==> src/rtl/core/rgbnv_pkg.sv <==
package rgbnv_pkg;

	// Fixed field widths of the pixel and result words.
	localparam int COLOR_W     = 8;
	localparam int PIXEL_W     = 3 * COLOR_W;
	localparam int SAMPLE_W    = 8;
	localparam int OFFSET_W    = 23;
	localparam int LUMA_W      = 22;
	localparam int COMP_W      = 2;
	localparam int OUT_DATA_W  = 32;
	localparam int OUT_USER_W  = COMP_W + 1;

	// Configuration port.
	localparam int CFG_INDEX_W = 2;
	localparam int CFG_DATA_W  = 12;
	localparam int SIZE_W      = 14;

	localparam logic [CFG_INDEX_W-1:0] REG_FRAME_WIDTH  = 2'd0;
	localparam logic [CFG_INDEX_W-1:0] REG_FRAME_HEIGHT = 2'd1;

	localparam logic [CFG_DATA_W-1:0] FRAME_WIDTH_RST  = 12'd640;
	localparam logic [CFG_DATA_W-1:0] FRAME_HEIGHT_RST = 12'd480;

	localparam int MAX_WIDTH_DEF  = 2048;
	localparam int MAX_HEIGHT_DEF = 2048;

	// Short queue between the front and back halves.
	localparam int QUEUE_DEPTH = 4;
	localparam int QPTR_W      = $clog2(QUEUE_DEPTH);
	localparam int QCNT_W      = QPTR_W + 1;

	// Sums of the conversion are 17 bits wide; their values fit in 16 bits once the rounding and offset terms are in.
	localparam int SUM_W = 17;

	localparam logic [SUM_W-1:0] Y_R = 17'd66;
	localparam logic [SUM_W-1:0] Y_G = 17'd129;
	localparam logic [SUM_W-1:0] Y_B = 17'd25;
	localparam logic [SUM_W-1:0] U_R = 17'd38;
	localparam logic [SUM_W-1:0] U_G = 17'd74;
	localparam logic [SUM_W-1:0] U_B = 17'd112;
	localparam logic [SUM_W-1:0] V_R = 17'd112;
	localparam logic [SUM_W-1:0] V_G = 17'd94;
	localparam logic [SUM_W-1:0] V_B = 17'd18;
	localparam logic [SUM_W-1:0] ROUND_BIAS  = 17'd128;
	// Rounding plus the chroma offset of 128 moved in front of the shift.
	localparam logic [SUM_W-1:0] CHROMA_BIAS = 17'd32896;
	localparam logic [SAMPLE_W-1:0] LUMA_OFFSET = 8'd16;

	typedef enum logic [COMP_W-1:0] {
		COMP_Y = 2'd0,
		COMP_V = 2'd1,
		COMP_U = 2'd2
	} comp_t;

	typedef struct packed {
		logic [SAMPLE_W-1:0] y;
		logic [SAMPLE_W-1:0] u;
		logic [SAMPLE_W-1:0] v;
		logic [LUMA_W-1:0]   luma_addr;
		logic [OFFSET_W-1:0] chroma_addr;
		logic                chroma;
		logic                eof;
	} entry_t;

	// Effective frame size: zero reads as one, anything above the maximum as the maximum.
	function automatic logic [CFG_DATA_W-1:0] eff_size(input logic [CFG_DATA_W-1:0] v,
		input logic [SIZE_W-1:0] maxv);
		logic [CFG_DATA_W-1:0] r;
		if (v == '0) begin
			r = CFG_DATA_W'(1);
		end else if (SIZE_W'(v) > maxv) begin
			r = maxv[CFG_DATA_W-1:0];
		end else begin
			r = v;
		end
		return r;
	endfunction

endpackage

==> src/rtl/core/rgbnv_front.sv <==
module rgbnv_front #(
	parameter int MAX_WIDTH  = rgbnv_pkg::MAX_WIDTH_DEF,
	parameter int MAX_HEIGHT = rgbnv_pkg::MAX_HEIGHT_DEF
) (
	input  logic                                clk,
	input  logic                                arst_n,
	input  logic                                cfg_valid,
	output logic                                cfg_ready,
	input  logic [rgbnv_pkg::CFG_INDEX_W-1:0]   cfg_index,
	input  logic [rgbnv_pkg::CFG_DATA_W-1:0]    cfg_data,
	input  logic                                s_tvalid,
	output logic                                s_tready,
	input  logic [rgbnv_pkg::PIXEL_W-1:0]       s_tdata,
	input  logic [rgbnv_pkg::QCNT_W-1:0]        queue_count,
	output logic                                push,
	output rgbnv_pkg::entry_t                   push_entry
);
	import rgbnv_pkg::*;

	localparam int COL_W = $clog2(MAX_WIDTH);
	localparam int ROW_W = $clog2(MAX_HEIGHT);
	localparam logic [1:0] SETTLE_CYCLES = 2'd2;

	logic [CFG_DATA_W-1:0] frame_width_q, frame_height_q;
	logic [CFG_DATA_W-1:0] w_eff, h_eff;
	logic [OFFSET_W-1:0]   frame_size_q;
	logic [1:0]            settle_q;
	logic [COL_W-1:0]      col_q;
	logic [ROW_W-1:0]      row_q;
	logic [LUMA_W-1:0]     luma_q;
	logic [OFFSET_W-1:0]   chroma_q;
	logic                  cfg_hit, accept, last_col, acc_eof, acc_chroma;
	logic [QCNT_W:0]       credit_used;

	logic                  valid_s1, valid_s2;
	logic [COLOR_W-1:0]    red_s1, green_s1, blue_s1;
	logic [LUMA_W-1:0]     luma_s1, luma_s2;
	logic [OFFSET_W-1:0]   chroma_s1, chroma_s2;
	logic                  chroma_flag_s1, chroma_flag_s2, eof_s1, eof_s2;
	logic [SUM_W-1:0]      y_sum_s2, u_sum_s2, v_sum_s2;
	logic [SUM_W-1:0]      r_ext, g_ext, b_ext;

	always_comb begin
		cfg_hit = 1'b0;
		case (cfg_index)
			REG_FRAME_WIDTH:  cfg_hit = cfg_valid;
			REG_FRAME_HEIGHT: cfg_hit = cfg_valid;
			default:          cfg_hit = 1'b0;
		endcase
	end

	assign cfg_ready = 1'b1;
	assign w_eff = eff_size(frame_width_q, SIZE_W'(MAX_WIDTH));
	assign h_eff = eff_size(frame_height_q, SIZE_W'(MAX_HEIGHT));

	// Every pixel in flight in the front stages holds a queue slot in reserve.
	assign credit_used = (QCNT_W+1)'(queue_count) + (QCNT_W+1)'(valid_s1)
		+ (QCNT_W+1)'(valid_s2);
	// A register write takes the cycle, so no pixel is taken alongside it.
	assign s_tready = (settle_q == 2'd0) && !cfg_valid
		&& (credit_used < (QCNT_W+1)'(QUEUE_DEPTH));
	assign accept = s_tvalid && s_tready;

	assign last_col   = (SIZE_W'(col_q) + SIZE_W'(1)) >= SIZE_W'(w_eff);
	assign acc_eof    = last_col && ((SIZE_W'(row_q) + SIZE_W'(1)) >= SIZE_W'(h_eff));
	assign acc_chroma = !row_q[0] && !col_q[0];

	always_ff @(posedge clk or negedge arst_n) begin
		if (!arst_n) begin
			frame_width_q  <= FRAME_WIDTH_RST;
			frame_height_q <= FRAME_HEIGHT_RST;
			settle_q       <= SETTLE_CYCLES;
			col_q          <= '0;
			row_q          <= '0;
			luma_q         <= '0;
			chroma_q       <= '0;
		end else begin
			if (cfg_hit) begin
				case (cfg_index)
					REG_FRAME_WIDTH:  frame_width_q <= cfg_data;
					REG_FRAME_HEIGHT: frame_height_q <= cfg_data;
					default:          ;
				endcase
				// The new frame size is registered into frame_size_q, and from there into the chroma base.
				settle_q <= SETTLE_CYCLES;
				col_q    <= '0;
				row_q    <= '0;
				luma_q   <= '0;
			end else if (settle_q != 2'd0) begin
				settle_q <= settle_q - 2'd1;
				if (settle_q == 2'd1) begin
					chroma_q <= frame_size_q;
				end
			end else if (accept) begin
				if (acc_eof) begin
					col_q    <= '0;
					row_q    <= '0;
					luma_q   <= '0;
					chroma_q <= frame_size_q;
				end else begin
					luma_q <= luma_q + LUMA_W'(1);
					if (acc_chroma) begin
						chroma_q <= chroma_q + OFFSET_W'(2);
					end
					if (last_col) begin
						col_q <= '0;
						row_q <= row_q + ROW_W'(1);
					end else begin
						col_q <= col_q + COL_W'(1);
					end
				end
			end
		end
	end

	always_ff @(posedge clk) begin
		frame_size_q <= OFFSET_W'(w_eff) * OFFSET_W'(h_eff);
	end

	// Stage 1 holds the accepted pixel and its place in the buffer.
	always_ff @(posedge clk or negedge arst_n) begin
		if (!arst_n) begin
			valid_s1 <= 1'b0;
			valid_s2 <= 1'b0;
		end else begin
			valid_s1 <= accept && !cfg_hit;
			valid_s2 <= valid_s1;
		end
	end

	always_ff @(posedge clk) begin
		red_s1         <= s_tdata[COLOR_W-1:0];
		green_s1       <= s_tdata[2*COLOR_W-1:COLOR_W];
		blue_s1        <= s_tdata[3*COLOR_W-1:2*COLOR_W];
		luma_s1        <= luma_q;
		chroma_s1      <= chroma_q;
		chroma_flag_s1 <= acc_chroma;
		eof_s1         <= acc_eof;
	end

	assign r_ext = SUM_W'(red_s1);
	assign g_ext = SUM_W'(green_s1);
	assign b_ext = SUM_W'(blue_s1);

	// The bias terms keep every sum non-negative, so the floor shift is a plain bit-select.
	always_ff @(posedge clk) begin
		y_sum_s2       <= Y_R * r_ext + Y_G * g_ext + Y_B * b_ext + ROUND_BIAS;
		u_sum_s2       <= U_B * b_ext + CHROMA_BIAS - U_R * r_ext - U_G * g_ext;
		v_sum_s2       <= V_R * r_ext + CHROMA_BIAS - V_G * g_ext - V_B * b_ext;
		luma_s2        <= luma_s1;
		chroma_s2      <= chroma_s1;
		chroma_flag_s2 <= chroma_flag_s1;
		eof_s2         <= eof_s1;
	end

	// The sums never leave 0..255 after the shift, so no clamp is needed.
	assign push = valid_s2;
	assign push_entry.y           = y_sum_s2[15:8] + LUMA_OFFSET;
	assign push_entry.u           = u_sum_s2[15:8];
	assign push_entry.v           = v_sum_s2[15:8];
	assign push_entry.luma_addr   = luma_s2;
	assign push_entry.chroma_addr = chroma_s2;
	assign push_entry.chroma      = chroma_flag_s2;
	assign push_entry.eof         = eof_s2;

`ifndef ASSERT_OFF
	a_eof_restarts: assert property (@(posedge clk) disable iff (!arst_n)
		(accept && acc_eof) |=> (col_q == '0 && row_q == '0 && luma_q == '0))
		else $error("frame counters did not restart after the last pixel");
`endif

endmodule

==> src/rtl/core/rgbnv_queue.sv <==
module rgbnv_queue (
	input  logic                         clk,
	input  logic                         arst_n,
	input  logic                         push,
	input  rgbnv_pkg::entry_t            push_entry,
	input  logic                         pop,
	output rgbnv_pkg::entry_t            head,
	output logic                         empty,
	output logic [rgbnv_pkg::QCNT_W-1:0] count
);
	import rgbnv_pkg::*;

	entry_t            mem_q [QUEUE_DEPTH];
	logic [QPTR_W-1:0] wr_ptr_q, rd_ptr_q;
	logic [QCNT_W-1:0] count_q;

	always_ff @(posedge clk) begin
		if (push) begin
			mem_q[wr_ptr_q] <= push_entry;
		end
	end

	always_ff @(posedge clk or negedge arst_n) begin
		if (!arst_n) begin
			wr_ptr_q <= '0;
			rd_ptr_q <= '0;
			count_q  <= '0;
		end else begin
			if (push) begin
				wr_ptr_q <= wr_ptr_q + QPTR_W'(1);
			end
			if (pop) begin
				rd_ptr_q <= rd_ptr_q + QPTR_W'(1);
			end
			if (push && !pop) begin
				count_q <= count_q + QCNT_W'(1);
			end else if (pop && !push) begin
				count_q <= count_q - QCNT_W'(1);
			end
		end
	end

	assign head  = mem_q[rd_ptr_q];
	assign empty = (count_q == '0);
	assign count = count_q;

`ifndef ASSERT_OFF
	a_no_overflow: assert property (@(posedge clk) disable iff (!arst_n)
		(push && !pop) |-> (count_q != QCNT_W'(QUEUE_DEPTH)))
		else $error("queue written while full");
	a_no_underflow: assert property (@(posedge clk) disable iff (!arst_n)
		pop |-> (count_q != '0))
		else $error("queue read while empty");
`endif

endmodule

==> src/rtl/core/rgbnv_back.sv <==
module rgbnv_back (
	input  logic                             clk,
	input  logic                             arst_n,
	input  rgbnv_pkg::entry_t                head,
	input  logic                             empty,
	output logic                             pop,
	output logic                             m_tvalid,
	input  logic                             m_tready,
	output logic [rgbnv_pkg::OUT_DATA_W-1:0] m_tdata,
	output logic [rgbnv_pkg::OUT_USER_W-1:0] m_tuser,
	output logic                             m_tlast
);
	import rgbnv_pkg::*;

	typedef enum logic [2:0] {
		ST_LUMA = 3'b001,
		ST_V    = 3'b010,
		ST_U    = 3'b100
	} phase_t;

	phase_t              state_q, state_d;
	logic                load, last_w;
	comp_t               comp_w;
	logic [SAMPLE_W-1:0] sample_w;
	logic [OFFSET_W-1:0] offset_w;

	logic                out_valid_q;
	comp_t               comp_q;
	logic [SAMPLE_W-1:0] sample_q;
	logic [OFFSET_W-1:0] offset_q;
	logic                last_q, eof_q;

	// The output register takes a new word whenever it is empty or being drained.
	assign load = !out_valid_q || m_tready;

	always_comb begin
		comp_w   = COMP_Y;
		sample_w = head.y;
		offset_w = OFFSET_W'(head.luma_addr);
		last_w   = !head.chroma;
		state_d  = ST_LUMA;
		case (state_q)
			ST_LUMA: begin
				comp_w   = COMP_Y;
				sample_w = head.y;
				offset_w = OFFSET_W'(head.luma_addr);
				last_w   = !head.chroma;
				state_d  = head.chroma ? ST_V : ST_LUMA;
			end
			ST_V: begin
				comp_w   = COMP_V;
				sample_w = head.v;
				offset_w = head.chroma_addr;
				last_w   = 1'b0;
				state_d  = ST_U;
			end
			ST_U: begin
				comp_w   = COMP_U;
				sample_w = head.u;
				offset_w = head.chroma_addr + OFFSET_W'(1);
				last_w   = 1'b1;
				state_d  = ST_LUMA;
			end
			default: begin
				state_d = ST_LUMA;
			end
		endcase
	end

	assign pop = load && !empty && last_w;

	always_ff @(posedge clk or negedge arst_n) begin
		if (!arst_n) begin
			state_q     <= ST_LUMA;
			out_valid_q <= 1'b0;
		end else if (load) begin
			out_valid_q <= !empty;
			if (!empty) begin
				state_q <= state_d;
			end
		end
	end

	always_ff @(posedge clk) begin
		if (load && !empty) begin
			comp_q   <= comp_w;
			sample_q <= sample_w;
			offset_q <= offset_w;
			last_q   <= last_w;
			eof_q    <= head.eof;
		end
	end

	assign m_tvalid = out_valid_q;
	assign m_tdata  = {1'b0, offset_q, sample_q};
	assign m_tuser  = {eof_q, comp_q};
	assign m_tlast  = last_q;

`ifndef ASSERT_OFF
	a_chroma_phase_has_item: assert property (@(posedge clk) disable iff (!arst_n)
		(state_q != ST_LUMA) |-> (!empty && head.chroma))
		else $error("chroma phase without a chroma pixel at the queue head");
	a_stall_holds_phase: assert property (@(posedge clk) disable iff (!arst_n)
		(out_valid_q && !m_tready) |=> $stable(state_q))
		else $error("sample sequence advanced while the output was stalled");
`endif

endmodule

==> src/rtl/core/rgb_to_nv21_converter_core.sv <==
// RGB to NV21 converter. Each RGB word on the s_ side is one pixel of a frame in raster
// order; frame_width (register 0) and frame_height (register 1) set the frame size, zero
// reading as one and values above MAX_WIDTH / MAX_HEIGHT as that maximum. Every pixel
// produces a luma word (BT.601, offset 16) at the next luma-plane offset; pixels on an
// even row and even column also produce a V word and then a U word at the next two
// interleaved chroma offsets after the luma plane. m_tlast marks the last word of a pixel.
// The output side delivers one word per cycle while m_tready is high and the queue holds a
// pixel, so a pixel yields one word, or three when it carries chroma: six words per
// two-by-two block. Pixels pass two conversion stages into a four-entry queue, then the
// output register. After reset and after a write to either size register the input is
// held off while the frame size product settles; such a write also restarts the frame.
// The input is also held off in any cycle in which a register write is offered.
module rgb_to_nv21_converter_core #(
	parameter int MAX_WIDTH  = rgbnv_pkg::MAX_WIDTH_DEF,
	parameter int MAX_HEIGHT = rgbnv_pkg::MAX_HEIGHT_DEF
) (
	input  logic                              clk,
	input  logic                              arst_n,
	input  logic                              cfg_valid,
	output logic                              cfg_ready,
	input  logic [rgbnv_pkg::CFG_INDEX_W-1:0] cfg_index,
	input  logic [rgbnv_pkg::CFG_DATA_W-1:0]  cfg_data,
	input  logic                              s_tvalid,
	output logic                              s_tready,
	input  logic [rgbnv_pkg::PIXEL_W-1:0]     s_tdata,   // red, green, blue
	output logic                              m_tvalid,
	input  logic                              m_tready,
	output logic [rgbnv_pkg::OUT_DATA_W-1:0]  m_tdata,   // sample, byte_offset
	output logic [rgbnv_pkg::OUT_USER_W-1:0]  m_tuser,   // component, end_of_frame
	output logic                              m_tlast    // last_of_pixel
);
	import rgbnv_pkg::*;

	entry_t            push_entry, head;
	logic              push, pop, empty;
	logic [QCNT_W-1:0] queue_count;

	rgbnv_front #(
		.MAX_WIDTH (MAX_WIDTH),
		.MAX_HEIGHT(MAX_HEIGHT)
	) u_front (
		.clk        (clk),
		.arst_n     (arst_n),
		.cfg_valid  (cfg_valid),
		.cfg_ready  (cfg_ready),
		.cfg_index  (cfg_index),
		.cfg_data   (cfg_data),
		.s_tvalid   (s_tvalid),
		.s_tready   (s_tready),
		.s_tdata    (s_tdata),
		.queue_count(queue_count),
		.push       (push),
		.push_entry (push_entry)
	);

	rgbnv_queue u_queue (
		.clk       (clk),
		.arst_n    (arst_n),
		.push      (push),
		.push_entry(push_entry),
		.pop       (pop),
		.head      (head),
		.empty     (empty),
		.count     (queue_count)
	);

	rgbnv_back u_back (
		.clk     (clk),
		.arst_n  (arst_n),
		.head    (head),
		.empty   (empty),
		.pop     (pop),
		.m_tvalid(m_tvalid),
		.m_tready(m_tready),
		.m_tdata (m_tdata),
		.m_tuser (m_tuser),
		.m_tlast (m_tlast)
	);

endmodule

==> config.mk <==
export PLATFORM = sky130hd
export DESIGN_NAME = rgb_to_nv21_converter_core
export DESIGN_NICKNAME = d
export VERILOG_FILES = /design/src/rtl/core/rgbnv_pkg.sv /design/src/rtl/core/rgbnv_front.sv /design/src/rtl/core/rgbnv_queue.sv /design/src/rtl/core/rgbnv_back.sv /design/src/rtl/core/rgb_to_nv21_converter_core.sv
export SDC_FILE = /design/constraint.sdc
export NUM_CORES = 1
export LEC_CHECK = 0
export ABC_CLOCK_PERIOD_IN_PS = 14700
export BUFFER_PORTS_ARGS = -buffer_cell sky130_fd_sc_hd__buf_2
export CAP_MARGIN = 15
export CORE_MARGIN = 2
export CORE_UTILIZATION = 25
export DETAILED_ROUTE_END_ITERATION = 10
export GPL_ROUTABILITY_DRIVEN = 0
export HOLD_SLACK_MARGIN = 0.02
export PLACE_DENSITY_LB_ADDON = 0.12
export SYNTH_ARGS = -nofsm -noshare
export SYNTH_HDL_FRONTEND = slang
export SYNTH_HIERARCHICAL = 1
export SYNTH_SLANG_ARGS = --single-unit
==> constraint.sdc <==
create_clock -name clk -period 14.7 [get_ports clk]
set_input_delay 1.47 -clock clk [delete_from_list [all_inputs] [get_ports clk]]
set_output_delay 1.47 -clock clk [all_outputs]
set_load 0.02 [all_outputs]
==> results.txt, run 1 <==
- The run finished with clean final reports.
- Most common cell in the synthesized netlist: sky130_fd_sc_hd__inv_1
- Number of synthesized flops with an enable pin: 319
- The number of nets in the synthesized netlist is 3,254.
* Main synth FF type: sky130_fd_sc_hd__edfxtp_1
- Worst slack at placement: 8370 ps
- The first TritonRoute pass finished after 5 iterations.
- After synthesis the cells add up to 33,500 µm².
* Post-cts resize count: 0
* Detail-routed net length per standard cell: 18.4 µm
* Clock-pin slew reported for the worst setup and hold paths after clock tree synthesis: 60 ps
* Pin count of the biggest net entering global routing: 69
- Top-area cell type share of the netlist area: 28.6%
- The via count of the first global-routing pass is 21,619.
- Summed over all failing endpoints, the final setup total negative slack is 0 ps.
- Fill cells in the final layout number 13,651.
* Final core occ: 28.8%
- At the worst endpoint, the arrival time is 6980 ps.
- Minimum clock period after layout: 6390 ps
* Power density over cell area: 200 nW/µm²
* Max_cap viols: 0
- The most critical setup path has its startpoint at u_front/frame_height_q[11]$_DFFE_PN0P_.
* Total global routing track utilization: 12.7%
- # hold bufs at CTS: 0
- Sum of overflow across all layers after global routing: 0
* Syn-to-layout area delta: 14.3%
- The later pin in the worst-skew pair is clocked with a latency of 660 ps.
- In this run, CTS created clock tree buffers numbering 73.
- Initial antenna violation count: 3
- The synthesized design contains 590 register bits.
- Setup violations remaining at the end of the flow were counted as 0.
- On the worst path, the slowest cell contributes a delay of 590 ps.
- Based on the critical path, the design can be clocked at up to 156 MHz.
- Once the clock tree was built, the setup fixing pass inserted 0 buffers.
* Post-synthesis async set-or-reset flop share: 18.0%
- The max-slew violation count is 0.
- Critical path class: register to register
- Drt first-iter violations: 1,069
- The initial utilization of the core area, before any placement, comes to 25.2%.
* Final routed DRC violation total: 0
- The clock passes through at most 3 buffers.
* Fraction of layout instances using a drive strength above 1: 12.6%
- Final critical-path share of the clock period: 43.5%
- The first global-routing pass estimated 133 mm of wire.
- Die Ht: 370 µm
- sky130_fd_sc_hd__edfxtp_1 takes more of the synthesized area than any other cell.
- The final layout contains 3,351 nets.
- The die covers 137,000 µm².
* Reg-to-reg setup timing slack: 8310 ps
* Post-placement cell count: 4,488
- X dimension of the die: 370 µm
- CTS sink count: 590
* H-tree lvl count: 3
* Leading post-synthesis cells by cell area: sky130_fd_sc_hd__edfxtp_1 (29%), sky130_fd_sc_hd__ha_1 (12%), sky130_fd_sc_hd__fa_1 (11%), sky130_fd_sc_hd__dfxtp_1 (9.8%), sky130_fd_sc_hd__dfrtp_1 (7.3%)
- Final antenna-violating net count: 0
* Final wirelength: 85.1 mm
- Synthesis produced 2,701 cells.
- Floorplan row count: 134
* Sequence of cells on the critical path: nor2b_1 -> nand2_1 -> fa_1 -> inv_1 -> fa_1 -> inv_1 -> fa_1 -> inv_1 -> fa_1 -> inv_1 -> fa_1 -> inv_1 -> ha_1 -> a2111oi_0 -> o21ai_1 -> a41oi_1 -> o21ai_1 -> a21o_1 -> a21oi_1 -> xnor2_1
- Least-Margin Pin Slew: 996 ps
* Final setup slack of the worst path: 8310 ps
- Synthesis instantiated 92 different standard cells from the library.
- Num ports: 82
- The final count of hold timing violations came to 0.
- Maximum VDD drop: 0.149 mV
- For this design, the slowest cell found on the critical path is sky130_fd_sc_hd__nor2b_1.
- Tightest Hold Check Type: register to register
* Setup repair after global routing missed its margin: false
* Final cell count without fillers: 4,628
* Root Buffer Master: sky130_fd_sc_hd__clkbuf_16
* Leading post-synthesis cells by instance count: sky130_fd_sc_hd__inv_1 (356), sky130_fd_sc_hd__ha_1 (323), sky130_fd_sc_hd__edfxtp_1 (319), sky130_fd_sc_hd__nand2_1 (198), sky130_fd_sc_hd__fa_1 (187)
- During synthesis, Yosys emitted a total of 6 warnings.
- Headroom to the max-slew limit came out at 33.6%.
* Placed inst area: 35,800 µm²
* Required arrival time at the worst endpoint: 15,280 ps
* Detailed placer's ending HPWL: 61.2 mm
- Sequential cells were found to cover 46.3% of the synthesized design area.
- On the final layout, the worst clock skew is 25.4 ps.
- STA classifies the critical path endpoint as a register.
* Port Buffer Count: 79
- Counting cells, the worst reg-to-reg path comes to 20.
* Capture point of the worst path: u_front/frame_size_q[19]$_DFF_P_
- Reg2Reg Capture Point: u_front/frame_size_q[19]$_DFF_P_
* Startpoint of the worst-slack reg-to-reg timing path: u_front/frame_height_q[11]$_DFFE_PN0P_
- Across all layers, the routed design uses 20,105 vias.
- For this design the static power due to leakage is 16.2 nW.
- CTS tree: built
* Type of origin of the critical path: register
* Core region area: 133,000 µm²
* Maximum fanout encountered on the critical timing path: 19
* Mean instance size in the synthesized netlist: 12.4 µm²
- Routed via count divided by cell count: 4.34
* Final instance area: 38,300 µm²
[layout make-up]
class	instances	area, µm²	share of cell area (%)
repair buffers	101	563	1.47
inverters	363	1360	3.55
flip-flops and latches	590	15600	40.6
clock buffers	102	2060	5.36
multi-input cells	1669	16200	42.1
clock inverters	34	443	1.16
well taps	1768	2210	5.77
diodes	1	2.50	0.00653
[state kept, by name, summed over array words and instances, names as in the netlist, 8 cells and up]
signal                  count
u_back/offset_q            23
u_back/sample_q             8
u_front/blue_s1             8
u_front/chroma_q           23
u_front/chroma_s1          23
u_front/chroma_s2          23
u_front/col_q              11
u_front/frame_height_q     12
u_front/frame_size_q       23
u_front/frame_width_q      12
u_front/green_s1            8
u_front/luma_q             22
u_front/luma_s1            22
u_front/luma_s2            22
u_front/red_s1              8
u_front/row_q              11
u_front/u_sum_s2            8
u_front/v_sum_s2            8
u_front/y_sum_s2            8
u_queue/mem_q             284
[logic make-up after synthesis]
group	share of synthesized area, %
AOI/OAI and AO/OA	7.60
xor gates and xnor gates	2.87
adders and majority gates	23.2
buffers and inverters	5.62
DFF	46.3
muxes	6.31
other	0.0224
and+or+nand+nor	8.03
[cell usage in the layout (no fill, tap or decap), types with 11 or more instances in the layout]
cell                          n
sky130_fd_sc_hd__inv_1      356
sky130_fd_sc_hd__ha_1       323
sky130_fd_sc_hd__edfxtp_1   319
sky130_fd_sc_hd__nand2_1    198
sky130_fd_sc_hd__fa_1       187
sky130_fd_sc_hd__dfxtp_1    165
sky130_fd_sc_hd__nor2_1     105
sky130_fd_sc_hd__a21oi_1    103
sky130_fd_sc_hd__dfrtp_1     96
sky130_fd_sc_hd__buf_2       78
sky130_fd_sc_hd__clkbuf_16   74
sky130_fd_sc_hd__xnor2_1     74
sky130_fd_sc_hd__o21ai_0     70
sky130_fd_sc_hd__mux4_2      70
sky130_fd_sc_hd__nand3_1     63
sky130_fd_sc_hd__nor2b_1     39
sky130_fd_sc_hd__xor2_1      36
sky130_fd_sc_hd__mux2_2      35
sky130_fd_sc_hd__a21o_1      34
sky130_fd_sc_hd__and3_1      30
sky130_fd_sc_hd__a22o_1      24
sky130_fd_sc_hd__buf_4       23
sky130_fd_sc_hd__clkbuf_1    18
sky130_fd_sc_hd__and2_1      17
sky130_fd_sc_hd__a22oi_1     16
sky130_fd_sc_hd__nor3_1      15
sky130_fd_sc_hd__o211ai_1    14
sky130_fd_sc_hd__o21bai_1    13
sky130_fd_sc_hd__o22a_1      13
sky130_fd_sc_hd__nand4_1     12
sky130_fd_sc_hd__mux2i_1     12
sky130_fd_sc_hd__clkinv_2    11
sky130_fd_sc_hd__and4_1      11
sky130_fd_sc_hd__or3_1       11
sky130_fd_sc_hd__nand2b_1    11
sky130_fd_sc_hd__o21a_1      11
[how the worst min path moves through the flow]
stage	start	endpoint	slack, ps	cells past startpoint
2_1_floorplan	u_front/chroma_flag_s1$_DFF_P_	u_front/chroma_flag_s2$_DFF_P_	310	0
3_3_place_gp	u_front/chroma_s1[16]$_DFF_P_	u_front/chroma_s2[16]$_DFF_P_	310	0
3_5_place_dp	u_front/chroma_flag_s1$_DFF_P_	u_front/chroma_flag_s2$_DFF_P_	310	0
4_1_cts	u_front/chroma_s1[0]$_DFF_P_	u_front/chroma_s2[0]$_DFF_P_	310	0
5_1_grt	u_front/chroma_s1[3]$_DFF_P_	u_front/chroma_s2[3]$_DFF_P_	320	0
6_report	u_front/chroma_s1[0]$_DFF_P_	u_front/chroma_s2[0]$_DFF_P_	310	0
[power by group]
group / total [mW] / internal [mW] / switching, mW / leakage (nW)
logic: 3.38 / 1.40 / 1.98 / 9.44
registers: 2.44 / 2.19 / 0.248 / 5.56
clock network: 1.84 / 1.08 / 0.753 / 1.21
total: 7.66 / 4.68 / 2.98 / 16.2
[critical path, delay by kind of cell, from the launching register on]
kind	cells	cell delay, ps
adders and majority gates	6	2960
AOI/OAI and AO/OA	6	1630
and+or+nand+nor	2	770
DFF	1	580
buffers and inverters	5	250
xor gates and xnor gates	1	140
[metal layers]
layer	track usage [%]	vias to the layer above	wire length, µm	share of wire [%]
met5	0	-	8	0.0094
met2	20.3	271	39100	46
met4	3.57	2	1530	1.8
met3	1.96	78	2980	3.5
li1	-	9665	-	-
met1	17.7	10089	41500	49
[per-stage QoR]
step                      hold WS (ps)  total power, mW
after floorplan                    310             4.90
after global placement             314             5.89
after detailed placement           312             5.91
after CTS                          311             7.83
after global routing               319             8.34
final                              310             7.66
No activity file was read; power rests on OpenSTA's default activity.
==> run 2, diff against run 1 <==
ABC_AREA = 1   (was unset)
ABC_CLOCK_PERIOD_IN_PS = 5600   (was 14700)
clock period = 5.6 ns   (was 14.7 ns; I/O delays follow)
==> run 2 against run 1 <==
  * Synthesized cell count rose by 41%
  * Routed wire length rose by 14%
  * Via count rose by 25%
  * Largest power group unchanged
  * Clock power rose to 2.6 times the previous value
  * Utilization rose by 0.85 points
  * Fmax rose by 20%
  * Register-to-register slack got worse by 8100 ps
==> results.txt, run 2 <==
- Setup repair after global routing missed its margin: true
- Startpoint of the worst-slack reg-to-reg timing path: u_front/frame_width_q[0]$_DFFE_PN0P_
- Most common cell in the synthesized netlist: sky130_fd_sc_hd__nand2_1
- Summed over all layers, the routed wires come to 97.4 mm.
- Synthesized cell area: 36,000 µm²
- Number of distinct library cells after synthesis: 50
- Die Ht: 383 µm
- Setup violations remaining at the end of the flow were counted as 0.
- After layout, the worst setup slack is 255 ps.
- Cell count of the worst hold path: 3
- Sequential fraction of design power: 28.3%
- Buffers inserted during clock tree synthesis total 74.
- Proportion of power drawn by the clock network: 22.0%
* Core region area: 143,000 µm²
- CTS saw 590 sinks.
- Via count of the first global-routing pass: 25,549
- Leaving out fill and tap cells, the most frequent cell in the layout is sky130_fd_sc_hd__nand2_1.
* Total global routing track utilization: 13.4%
* Clock buffer depth: 3
- In this run the worst path has a maximum fanout of 5.
- TritonCTS built the clock tree.
- Main synth FF type: sky130_fd_sc_hd__edfxtp_1
- In this run the static leakage power is 19.6 nW.
- Summed over all nets, the switching power comes to 9.57 mW.
- X dimension of the die: 383 µm
- Syn-to-layout area delta: 17.9%
- Die area: 147,000 µm²
* Floorplan row count: 139
- Initial cell density of the core: 25.1%
- The path class of the tightest hold or removal check is input port to register.
- Net switching share of the total power: 43.4%
* Synth warnings: 6
- For the worst-skew pair, the clock arrives at the later sink with an insertion delay of 680 ps.
* Seq cells post-synth: 590
- Final core occ: 29.6%
- The flow ran to the end, and the final reports show no timing, DRC or antenna violations.
- Data on the critical path is required at its endpoint by 6180 ps.
- Summed over all layers, the global routing overflow is 0.
- Entering global routing, the biggest net connects 196 pins.
- Counting flops with a built-in enable in the synthesized netlist gives 319.
- Worst relative slew slack: 33.4%
- Worst slack at placement: -49.5 ps
- The count of buffers added on input and output ports is 79.
* Commonest cells after routing, fill and taps aside: sky130_fd_sc_hd__nand2_1 (923), sky130_fd_sc_hd__inv_1 (648), sky130_fd_sc_hd__edfxtp_1 (319)
* Initial antenna violation count: 3
- Net count after synthesis: 4,359
- H-tree lvl count: 3
* Endpoints failing hold: 0
- For hold timing, the worst endpoint is u_front/frame_height_q[5]$_DFFE_PN1P_.
* Count of TritonRoute iterations in the first routing pass: 5
- The share of the Yosys chip area taken by registers is 43.2%.
- Critical path class: register to register
- NumNets Final: 4,596
* Top-area cell type share of the netlist area: 26.6%
- In the final layout, the share of cells above drive strength 1 is 11.0%.
- The tool flagged a number of max-cap violations equal to 0.
* Final routed DRC violation total: 0
* Flip-flop count of the largest register, all copies and words added: 284
* Final antenna-violating net count: 0
- Fin Clk Skew: 55.5 ps
- The biggest area contributor in the post-synthesis netlist is sky130_fd_sc_hd__edfxtp_1.
* Leading post-synthesis cells by instance count: sky130_fd_sc_hd__nand2_1 (931), sky130_fd_sc_hd__inv_1 (660), sky130_fd_sc_hd__ha_1 (323), sky130_fd_sc_hd__edfxtp_1 (319), sky130_fd_sc_hd__nor2_1 (219)
* Critical Path Sink Type: register
- In this run the power density over the cells is 521 nW/µm².
* Drt first-iter violations: 1,188
- For this run, the top clock speed supported by timing is 187 MHz.
* Detailed placer's ending HPWL: 72.2 mm
- In this run, the combinational gates consume 49.7% of the power.
- Minimum clock period after layout: 5350 ps
- After detailed routing, the number of vias per cell comes to 4.17.
- VDD sags by at most 0.322 mV.
- CTS placed an instance of sky130_fd_sc_hd__clkbuf_16 at the clock tree root.
* Post-synthesis async set-or-reset flop share: 18.0%
* Via count: 25,065
- Internal power comes to 12.5 mW.
- For the worst flop-to-flop path, the logic depth is 21.
- Reg2Reg Capture Point: u_front/frame_size_q[22]$_DFF_P_
- The filler cells instantiated in the layout total 15,097.
- Clock-pin slew reported for the worst setup and hold paths after clock tree synthesis: 60 ps
* Leading post-synthesis cells by cell area: sky130_fd_sc_hd__edfxtp_1 (27%), sky130_fd_sc_hd__ha_1 (11%), sky130_fd_sc_hd__fa_1 (10%), sky130_fd_sc_hd__nand2_1 (9.7%), sky130_fd_sc_hd__dfxtp_1 (9.2%)
- STA puts the critical path data arrival time at 5930 ps.
* Least-Margin Pin Slew: 999 ps
* Global-route wire length before repair: 153 mm
* Mean instance size in the synthesized netlist: 9.45 µm²
* Reg-to-reg setup timing slack: 250 ps
- In this run the count of I/O pins placed on the die edge is 82.
- Detail-routed net length per standard cell: 16.2 µm
* Worst Hold Launch: cfg_data[5]
* Most flop-heavy register: u_queue/mem_q
- Across all hold checks on the routed design, the worst slack comes to 147 ps.
- Type of origin of the critical path: register
- After technology mapping, the gate count stands at 3,806.
- Max Transition Viols Final: 0
- Final critical-path share of the clock period: 95.5%
run 2: changes by cell type in the layout (fill, tap and decap cells not counted), moves of 34 or more:
| cell | before | now |
|---|---|---|
| sky130_fd_sc_hd__xnor2_1 | 74 | 40 |
| sky130_fd_sc_hd__inv_1 | 356 | 648 |
| sky130_fd_sc_hd__o211ai_1 | 14 | 150 |
| sky130_fd_sc_hd__nor2_1 | 105 | 210 |
| sky130_fd_sc_hd__nand3_1 | 63 | 167 |
| sky130_fd_sc_hd__mux4_2 | 70 | 0 |
| sky130_fd_sc_hd__nand2_1 | 198 | 923 |
| sky130_fd_sc_hd__mux2_2 | 35 | 0 |
| sky130_fd_sc_hd__nor2b_1 | 39 | 0 |
| sky130_fd_sc_hd__buf_4 | 23 | 145 |
| sky130_fd_sc_hd__xor2_1 | 36 | 89 |
run 2: worst max-delay path by stage:
stage / from / endpoint / slack [ps] / cells past startpoint
floorplan: u_front/frame_width_q[3]$_DFFE_PN0P_ / u_front/frame_size_q[19]$_DFF_P_ / 350 / 23
global placement: u_front/frame_height_q[4]$_DFFE_PN0P_ / u_front/frame_size_q[21]$_DFF_P_ / 5 / 22
detailed placement: u_front/frame_width_q[3]$_DFFE_PN0P_ / u_front/frame_size_q[19]$_DFF_P_ / -50 / 23
CTS: u_front/frame_width_q[8]$_DFFE_PN0P_ / u_front/frame_size_q[19]$_DFF_P_ / 5 / 21
global route: u_front/frame_width_q[0]$_DFFE_PN0P_ / u_front/frame_size_q[22]$_DFF_P_ / -90 / 21
finish: u_front/frame_width_q[0]$_DFFE_PN0P_ / u_front/frame_size_q[22]$_DFF_P_ / 250 / 21
run 2: cells by family (layout without fill, tap and decap cells):
logic type / Yosys count / in the layout / share of synthesized area [%]
adders and majority gates: 510 / 510 / 21.7
other: 2 / 3 / 0.0209
AOI/OAI and AO/OA: 398 / 398 / 7.02
xor gates and xnor gates: 132 / 132 / 3.22
and+or+nand+nor: 1406 / 1407 / 15.9
DFF: 590 / 590 / 43.2
buffers and inverters: 768 / 1065 / 9.00
run 2: metal layers:
| layer | vias to the layer above | share of wire [%] | routed length, µm | GRT usage (%) |
|---|---|---|---|---|
| met1 | 11970 | 51 | 49600 | 19.5 |
| li1 | 12742 | - | - | - |
| met5 | - | 0 | 0 | 0 |
| met3 | 91 | 2.8 | 2760 | 1.79 |
| met4 | 0 | 1.6 | 1600 | 3.05 |
| met2 | 262 | 45 | 43400 | 21.1 |
run 2: per-stage QoR:
step	cells	TNS [ps]	power [mW]	cell area [µm²]
floorplan	3806	0	13.6	36000
CTS	5999	0	22.2	42000
detailed placement	5837	-89.4	17.2	39200
finish	6008	0	22.1	42400
global route	6007	-102	24.2	42400
global placement	5837	0	17.2	39200
run 2: worst max-delay path, cell delays in order (launching register included):
cell,delay (ps)
sky130_fd_sc_hd__dfrtp_1,390
sky130_fd_sc_hd__nor3_1,300
sky130_fd_sc_hd__nand3_2,210
sky130_fd_sc_hd__nand2_4,150
sky130_fd_sc_hd__nand2_1,100
sky130_fd_sc_hd__buf_4,170
sky130_fd_sc_hd__nor2_1,140
sky130_fd_sc_hd__fa_1,470
sky130_fd_sc_hd__fa_1,530
sky130_fd_sc_hd__fa_1,540
sky130_fd_sc_hd__fa_1,510
sky130_fd_sc_hd__inv_1,60
sky130_fd_sc_hd__fa_1,520
sky130_fd_sc_hd__inv_1,60
sky130_fd_sc_hd__ha_4,270
sky130_fd_sc_hd__nand2_1,80
sky130_fd_sc_hd__nor2_2,130
sky130_fd_sc_hd__inv_1,70
sky130_fd_sc_hd__nor2_2,90
sky130_fd_sc_hd__nand3_1,80
sky130_fd_sc_hd__o211ai_1,220
sky130_fd_sc_hd__xor2_1,150
run 2: power groups by stage:
stage	Clock (mW)	Sequential [mW]	Combinational [mW]
floorplan	0	6.22	7.39
global placement	0	6.36	10.9
detailed placement	0	6.37	10.8
CTS	5.06	6.28	10.9
global route	5.22	6.36	12.6
finish	4.85	6.25	11.0
run 2: timing repair:
action	in CTS	in global routing
gates resized for setup	5	77
cloned	0	1
pin swaps	0	30
endpoints found under the hold margin	71	0
endpoints found under the setup margin	10	20
hold buffers	25	0
buffers inserted	0	7
run 2: cell type report:
type                    count  area [µm²]  share of cell area, %
inverters                 674        2540                   5.99
clock buffers             109        2160                   5.11
repair buffers            254        1840                   4.34
well taps                1903        2380                   5.62
diodes                      1        2.50                0.00590
flip-flops and latches    590       15600                   36.7
clock inverters            28         374                  0.883
multi-input cells        2449       17500                   41.4
